### src/rtl/pdg_pkg.sv
package pdg_pkg;

  localparam int WORD_W     = 32;
  localparam int SAT_W      = 66;
  localparam int DRAG_W     = 17;
  localparam int GRAV_W     = 24;
  localparam int DEPTH_W    = 23;
  localparam int MOVE_W     = 24;
  localparam int EDGE_W     = 16;
  localparam int CFG_IDX_W  = 3;
  localparam int CFG_DATA_W = 24;
  localparam int K_W        = 31;

  typedef logic signed [WORD_W-1:0] word_t;

  localparam word_t WORD_MAX = 32'sh7fff_ffff;
  localparam word_t WORD_MIN = 32'sh8000_0000;

  typedef enum logic [CFG_IDX_W-1:0] {
    REG_DRAG    = 3'd0,
    REG_GRAVITY = 3'd1,
    REG_DEPTH   = 3'd2,
    REG_MOVE    = 3'd3,
    REG_LEFT    = 3'd4,
    REG_RIGHT   = 3'd5,
    REG_BOTTOM  = 3'd6
  } cfg_reg_t;

  // one particle as it moves down the pipe; pz carries the new depth after the depth stage
  typedef struct packed {
    word_t px;
    word_t py;
    word_t pz;
    word_t vx;
    word_t vy;
    word_t vz;
    logic  last;
  } part_t;

  function automatic word_t sat32(input logic signed [SAT_W-1:0] v);
    word_t r;
    if (v > SAT_W'(WORD_MAX)) begin
      r = WORD_MAX;
    end else if (v < SAT_W'(WORD_MIN)) begin
      r = WORD_MIN;
    end else begin
      r = v[WORD_W-1:0];
    end
    return r;
  endfunction

endpackage

### src/rtl/pdg_persp.sv
module pdg_persp
  import pdg_pkg::*;
#(
  parameter int FRAC_BITS = 16
) (
  input  logic              clk,
  input  logic              rst_n,
  input  logic              in_valid,
  input  part_t             in_part,
  input  logic [MOVE_W-1:0] move_scale,
  output logic              out_valid,
  output part_t             out_part,
  output logic [K_W-1:0]    out_k
);

  localparam int NUM_W   = (FRAC_BITS + 12 > WORD_W + 1) ? FRAC_BITS + 12 : WORD_W + 1;
  localparam int P_W     = ((FRAC_BITS > 21) ? FRAC_BITS : 21) + 2;
  localparam int PM_W    = P_W + MOVE_W;
  localparam int Q_W     = 22;
  localparam int A_W     = 29;
  localparam int R_W     = 26;
  localparam int HALF    = 1 << (FRAC_BITS - 1);
  localparam int ONE     = 1 << FRAC_BITS;
  localparam int PMIN    = (ONE + 50) / 100;
  localparam logic signed [NUM_W-1:0] Z_FAR     = NUM_W'(1000) <<< FRAC_BITS;
  localparam logic        [R_W-1:0]   RECIP_125 = 26'd34359738;
  localparam logic        [A_W-1:0]   DIV_125   = 29'd125;
  localparam logic signed [P_W:0]     ONE_S     = (P_W + 1)'(ONE);
  localparam logic signed [P_W:0]     PMIN_S    = (P_W + 1)'(PMIN);
  localparam logic        [K_W-1:0]   K_MAX     = '1;

  logic                     v1_r, v2_r, v3_r, v4_r, v5_r, v6_r;
  part_t                    pt1_r, pt2_r, pt3_r, pt4_r, pt5_r, pt6_r;
  logic                     pos1_r, pos2_r, pos3_r;
  logic                     far1_r, far2_r, far3_r;
  logic [WORD_W-1:0]        u_r, u_nxt;
  logic [A_W-1:0]           a_r;
  logic [A_W+R_W-1:0]       qm_r, qm_nxt;
  logic [Q_W-1:0]           q_r, q_nxt, q0;
  logic [A_W-1:0]           r0;
  logic [P_W-1:0]           p_r, p_nxt;
  logic signed [P_W:0]      ps;
  logic [PM_W-1:0]          pm_r, pm_nxt;
  logic [PM_W:0]            kf;
  logic [K_W-1:0]           k_r, k_nxt;
  logic signed [WORD_W:0]   nz_ext;
  logic                     pos_nxt, far_nxt;

  // floor(num/1000) with num = 1000*2^F - z, via divide by 8 then by 125
  assign nz_ext  = (WORD_W + 1)'(in_part.pz);
  assign pos_nxt = in_part.pz > 0;
  assign far_nxt = NUM_W'(in_part.pz) >= Z_FAR;
  assign u_nxt   = pos_nxt ? WORD_W'(nz_ext - 33'sd1) : WORD_W'(-nz_ext);

  assign qm_nxt = (A_W + R_W)'(u_r[WORD_W-1:3]) * (A_W + R_W)'(RECIP_125);

  always_comb begin
    q0    = qm_r[WORD_W+Q_W-1:WORD_W];
    r0    = a_r - A_W'(q0) * DIV_125;
    q_nxt = (r0 >= DIV_125) ? q0 + Q_W'(1) : q0;
  end

  always_comb begin
    if (pos3_r) begin
      ps = ONE_S - (P_W + 1)'(1) - (P_W + 1)'(q_r);
    end else begin
      ps = ONE_S + (P_W + 1)'(q_r);
    end
    if (far3_r || ps < PMIN_S) begin
      p_nxt = P_W'(PMIN);
    end else begin
      p_nxt = ps[P_W-1:0];
    end
  end

  assign pm_nxt = PM_W'(p_r) * PM_W'(move_scale);

  always_comb begin
    kf    = ({1'b0, pm_r} + (PM_W + 1)'(HALF)) >> FRAC_BITS;
    k_nxt = (kf > (PM_W + 1)'(K_MAX)) ? K_MAX : kf[K_W-1:0];
  end

  always_ff @(posedge clk) begin
    if (!rst_n) begin
      v1_r <= 1'b0;
      v2_r <= 1'b0;
      v3_r <= 1'b0;
      v4_r <= 1'b0;
      v5_r <= 1'b0;
      v6_r <= 1'b0;
    end else begin
      v1_r <= in_valid;
      v2_r <= v1_r;
      v3_r <= v2_r;
      v4_r <= v3_r;
      v5_r <= v4_r;
      v6_r <= v5_r;
    end
  end

  always_ff @(posedge clk) begin
    pt1_r  <= in_part;
    pos1_r <= pos_nxt;
    far1_r <= far_nxt;
    u_r    <= u_nxt;
    pt2_r  <= pt1_r;
    pos2_r <= pos1_r;
    far2_r <= far1_r;
    a_r    <= u_r[WORD_W-1:3];
    qm_r   <= qm_nxt;
    pt3_r  <= pt2_r;
    pos3_r <= pos2_r;
    far3_r <= far2_r;
    q_r    <= q_nxt;
    pt4_r  <= pt3_r;
    p_r    <= p_nxt;
    pt5_r  <= pt4_r;
    pm_r   <= pm_nxt;
    pt6_r  <= pt5_r;
    k_r    <= k_nxt;
  end

  assign out_valid = v6_r;
  assign out_part  = pt6_r;
  assign out_k     = k_r;

endmodule

### config.mk
export PLATFORM = sky130hd
export DESIGN_NAME = pdg_persp
export DESIGN_NICKNAME = d
export VERILOG_FILES = /design/src/rtl/pdg_pkg.sv /design/src/rtl/pdg_persp.sv
export SDC_FILE = /design/constraint.sdc
export NUM_CORES = 2
export LEC_CHECK = 0
export BUFFER_PORTS_ARGS = -buffer_cell sky130_fd_sc_hd__buf_2
export CORE_MARGIN = 2
export CORE_UTILIZATION = 35
export CTS_CLUSTER_SIZE = 40
export DETAILED_ROUTE_END_ITERATION = 16
export GPL_TIMING_DRIVEN = 0
export PLACE_DENSITY = 0.58
export SLEW_MARGIN = 0
export SYNTH_ARGS = -nofsm -noshare
export SYNTH_HDL_FRONTEND = slang
export SYNTH_SLANG_ARGS = --single-unit
### constraint.sdc
create_clock -name clk -period 16.6 [get_ports clk]
set_input_delay 4.15 -clock clk [delete_from_list [all_inputs] [get_ports clk]]
set_output_delay 4.15 -clock clk [all_outputs]
set_load 0.01 [all_outputs]
# Yosys cells after proc, flatten, opt, wreduce, memory -nomap -nowiden
# Index checks and enable logic that the tools add are counted.
dict set report word_totals {
  regBits 1407
  latch_bits 0
  ram_bits 0
  mem_bits_ro 0
  in_bits 220
  output_inout_bits 225
  wordCells 80
  n_memories 0
}
dict set report classes {
  n_addsub 7
  n_mul 3
  n_div 0
  magnitude_cmp 5
  eq_ne 0
  shift 0
  muxes 3
  bitwise 0
  n_reduce_logical 1
}
# operator count
set ops {}
lappend ops {{29-bit by 25-bit multiplier with 53-bit output (second input constant)} 1}
lappend ops {{47-bit by 16-bit adder with 48-bit output (second input constant)} 1}
lappend ops {{23-bit by 24-bit multiplier with 47-bit output} 1}
lappend ops {{32-bit by 27-bit >= comparator with 1-bit output (second input constant)} 1}
lappend ops {{32-bit by 1-bit greater-than comparator with 1-bit output (second input constant)} 1}
lappend ops {{32-bit by 31-bit greater-than comparator with 1-bit output (second input constant)} 1}
lappend ops {{32-bit 2-to-1 mux} 1}
lappend ops {{32-bit negator} 1}
lappend ops {{32-bit by 2-bit subtractor with 32-bit output (second input constant)} 1}
lappend ops {{29-bit by 7-bit >= comparator with 1-bit output (second input constant)} 1}
lappend ops {{22-bit by 7-bit multiplier with 29-bit output (second input constant)} 1}
lappend ops {{29-bit subtractor} 1}
lappend ops {{24-bit by 11-bit less-than comparator with 1-bit output (second input constant)} 1}
lappend ops {{24-bit 2-to-1 mux} 1}
lappend ops {{17-bit by 22-bit adder with 23-bit output (first input constant)} 1}
lappend ops {{16-bit by 22-bit subtractor with 23-bit output (first input constant)} 1}
lappend ops {{22-bit by 1-bit adder with 22-bit output (second input constant)} 1}
lappend ops {{22-bit 2-to-1 mux} 1}
lappend ops {{1-bit logical OR} 1}

# Longest topological paths before layout
dict set report logic_depth {
  word_depth 4
  ltp_mapped 28
  mapped_depth_nobuf 27
}

# Least setup slack after synthesis
# No wires, ideal clock.
dict set report synth_timing {
  path_type {input-to-reg}
  start {input port move_scale[7]}
  end {register pm_r[40]}
  setup_ns 0.072
  arrival_time_ns 10.376
  required_ns 16.528
  path_slack_ns 6.152
  stages 24
  path_buffers 1
  path_cell_list {clkbuf_1 -> nand2_1 -> fa_1 -> inv_1 -> fa_1 -> fa_1 -> fa_1 -> fa_1 -> fa_1 -> inv_1 -> fa_1 -> inv_1 -> ha_1 -> a21o_1 -> a21o_1 -> a21oi_1 -> and3_1 -> a21bo_2 -> o21ai_1 -> a31o_2 -> a21oi_1 -> nor2b_1 -> a41oi_1 -> xnor2_1}
}
dict set report synth_between {
  elab_chain_len 1
}
# element line
set synth_lines {}
lappend synth_lines {{start, declared} pdg_persp.sv:10} ;# input logic [MOVE_W-1:0] move_scale,
lappend synth_lines {{23-bit by 24-bit multiplier with 47-bit output} pdg_persp.sv:76} ;# assign pm_nxt = PM_W'(p_r) * PM_W'(move_scale);
lappend synth_lines {{named net pm_nxt[40]} pdg_persp.sv:43} ;# logic [PM_W-1:0] pm_r, pm_nxt;
lappend synth_lines {{end signal, assigned} pdg_persp.sv:118} ;# pm_r <= pm_nxt;
lappend synth_lines {{end, declared} pdg_persp.sv:43}
# The timed path passes the listed nets, and every way through them passes these cells.
# A chain may end at the register's enable or synchronous reset.

# Final worst setup path
dict set report layout_timing {
  start {input port move_scale[6]}
  end {register pm_r[40]}
}
# Same word-level chain as after synthesis.

==> results.cfg <==
[clocking]
post_cts.repair.setup_buffers = 0
cts.path.max_buffers = 3
cts.reportedPaths.clkPinSlew_ps = 60
cts_tree = built
insertion_delay_ps = 750
numCtsBuffers = 120
post_cts.resized_instances = 0
postCtsHoldBufs = 0
cts_sinks = 1358
cts-root-buf = sky130_fd_sc_hd__clkbuf_16
ctsHtreeMaxLevel = 3

[sta]
skew_ps = 53.7
max_freq_mhz = 89.3
total_neg_setup_slack_ps = 0
finalCritPeriodShare_pct = 67.4
fin_crit_ps = 11190
setup_viol = 0
unrepaired_setup_endpoints_after_global_routing = false
worst_slew_pin_slew_ps = 1110
final-max-slew-violation-count = 0
hold_violations = 0
slew_headroom_pct = 24.2

[finish]
drive_gt1_share_pct = 11.7
flow.area_growth_from_synthesis_pct = 15.0
layout.filler_cells = 17100
finalCoreUtilization_pct = 40.5
multi_input_area_sq_mm = 0.0311
register_area_sq_mm = 0.0272
final_nets = 7473

[synthesis]
synth_top_family_by_area = adder cells
synth.ff_latch_count = 1358
synth.mux.area_fraction_pct = 0.153
yosys_warnings = 0
netlist_instances = 5331
dominant_cells_by_area_after_synthesis = sky130_fd_sc_hd__dfxtp_1 (43%), sky130_fd_sc_hd__fa_1 (25%), sky130_fd_sc_hd__ha_1 (11%)
dominantRegCellSynth = sky130_fd_sc_hd__dfxtp_1
synth_simple_gate_area_share_pct = 7.67
yosys.cell_types.count = 77
synth_fp_nets = 6904
netlist.top_cell.by_area = sky130_fd_sc_hd__dfxtp_1
netlist_top_cells_count = sky130_fd_sc_hd__dfxtp_1 (1358), sky130_fd_sc_hd__inv_1 (1103), sky130_fd_sc_hd__fa_1 (784), sky130_fd_sc_hd__ha_1 (569), sky130_fd_sc_hd__nand2_1 (394)
synthXorXnorAreaFrac_pct = 2.33
synth.yosys.seq_area_share_pct = 43.3
synth_top_area_share_pct = 43.3
synth-compound-area-share_pct = 2.93
synthMostInstantiatedCell = sky130_fd_sc_hd__dfxtp_1
adder_cell_share_of_the_synthesized_area_pct = 36.3
mappedNetlistArea_sq_mm = 0.0628
postSynth.asyncResetShare_pct = 0
synth-edff-count = 0
syn-mean-instance-area_sq_um = 11.8

[setup_path]
worst_path_most_repeated_cell = sky130_fd_sc_hd__fa_1
setup.worst_path.start_class = primary input
number_of_buffer_and_inverter_stages_on_the_critical_path = 6
timing_worst_setup_path_type = in -> reg
crit_arrival_ps = 11870
crit_family = adder cells
cp.required_ps = 17270
cp_max_fo = 10
worst_setup_path_end_kind = register
crit_slowest_cell = sky130_fd_sc_hd__fa_1
max_stage_delay_ps = 550

[detailed_routing]
average_wire_per_standard_cell_microns = 17.0
antenna_violating_nets_post_route = 0
dr.pass1.iters = 6
via_count = 36100
route.final.wire_length_microns = 142000
via_per_inst = 4.32
drt_iter0_drc = 1583
drc = 0

[die]
initial_utilization_pct = 35.2
rows = 155
die_h_microns = 428
boundary_pins = 445
design.core.area_sq_mm = 0.178
chipWidth_microns = 428
die_footprint_sq_mm = 0.183

[global_route]
grt_antenna_before_repair = 22
first_global_vias = 38300
grt_util_all_layers_pct = 15.7
grt_overflow_total = 0
grt_max_degree = 22
grt_pass1_wl_microns = 219000

[worst_hold_path]
holdCritPathClass = reg -> reg

[run]
maxCapViolations = 0

[place]
hpwl_after_detailed_placement_microns = 116000
gpl.final_weighted_congestion = 0.936
portBuffers = 444

[run_status]
result_of_the_run = complete, no violations
==> stage by stage <==
step / hold WS (ps) / setup slack, ps / std cells / area (sq um)
6_report: 291 / 5410 / 8360 / 72200
5_1_grt: 273 / 5160 / 8357 / 72200
4_1_cts: 279 / 5400 / 8354 / 72200
3_5_place_dp: 312 / 4590 / 8133 / 68100
3_3_place_gp: 309 / 4620 / 8130 / 68000
2_1_floorplan: 310 / 6150 / 5331 / 62800
==> area by class of cell <==
cell class,count,share of cell area [%]
Clock buffer,161,4.69
Multi-Input combinational cell,2752,43.0
Antenna cell,6,0.0208
Timing Repair Buffer,447,3.12
Tap cell,2355,4.08
Inverter,1103,5.73
Sequential cell,1358,37.6
Buffer,118,0.656
Clock inverter,60,1.09
==> final timing paths <==
kind	start	to	slack, ps	cells past startpoint
max	move_scale[6]	pm_r[40]$_DFF_P_	5410	26
min	pt3_r[179]$_DFF_P_	pt4_r[179]$_DFF_P_	290	0
max reg2reg	p_r[7]$_SDFF_PP1_	pm_r[40]$_DFF_P_	8380	25
min reg2reg	pt3_r[179]$_DFF_P_	pt4_r[179]$_DFF_P_	290	0
==> layer usage <==
layer	track usage, %	part of all wire [%]	vias up
met5	0	0.015	-
met4	5.16	2.9	4
met3	2.48	4.4	232
met2	28.8	53	746
met1	18.6	40	17900
li1	-	-	17200
==> state kept, by name (all words and copies together) (netlist names), 22 cells and up <==
name and cells:
p_r 23, q_r 22, pt5_r 193, out_k 31, out_part 193, pt1_r 193, pt2_r 193, pt4_r 193
qm_r 22, a_r 29, pm_r 32, u_r 29, pt3_r 193
==> logic make-up (layout without fill, tap and decap cells) <==
| group | count (synthesis) | in the layout |
|---|---|---|
| buf+inv | 1221 | 1889 |
| simple gates | 947 | 947 |
| mux | 9 | 9 |
| xor+xnor | 167 | 167 |
| fa+ha+maj | 1353 | 1353 |
| other cells | 0 | 6 |
| flops | 1358 | 1358 |
| compound gates | 276 | 276 |
==> cell usage in the layout (no fill, tap or decap), types with 35 or more instances in the layout <==
cell type,netlist,routed
sky130_fd_sc_hd__dfxtp_1,1358,1358
sky130_fd_sc_hd__inv_1,1103,1103
sky130_fd_sc_hd__fa_1,784,784
sky130_fd_sc_hd__ha_1,569,569
sky130_fd_sc_hd__buf_2,1,445
sky130_fd_sc_hd__nand2_1,394,394
sky130_fd_sc_hd__and2_1,252,252
sky130_fd_sc_hd__clkbuf_1,110,128
sky130_fd_sc_hd__xnor2_1,122,122
sky130_fd_sc_hd__clkbuf_16,0,120
sky130_fd_sc_hd__nor2_1,88,88
sky130_fd_sc_hd__a21oi_1,68,68
sky130_fd_sc_hd__a21o_1,51,51
sky130_fd_sc_hd__o21ai_0,48,48
sky130_fd_sc_hd__xor2_1,45,45
sky130_fd_sc_hd__nand3_1,35,35
==> worst register-to-register path: cells and delay by family, from the launching register on <==
kind | cells | cell delay, ps
buf+inv | 5 | 850
fa+ha+maj | 8 | 3680
compound gates | 7 | 2040
xor+xnor | 1 | 140
simple gates | 4 | 900
flops | 1 | 590
Power is left out: the tool's default activity adds up to more than one toggle a clock period on the data nets, which glitch-free logic cannot reach.
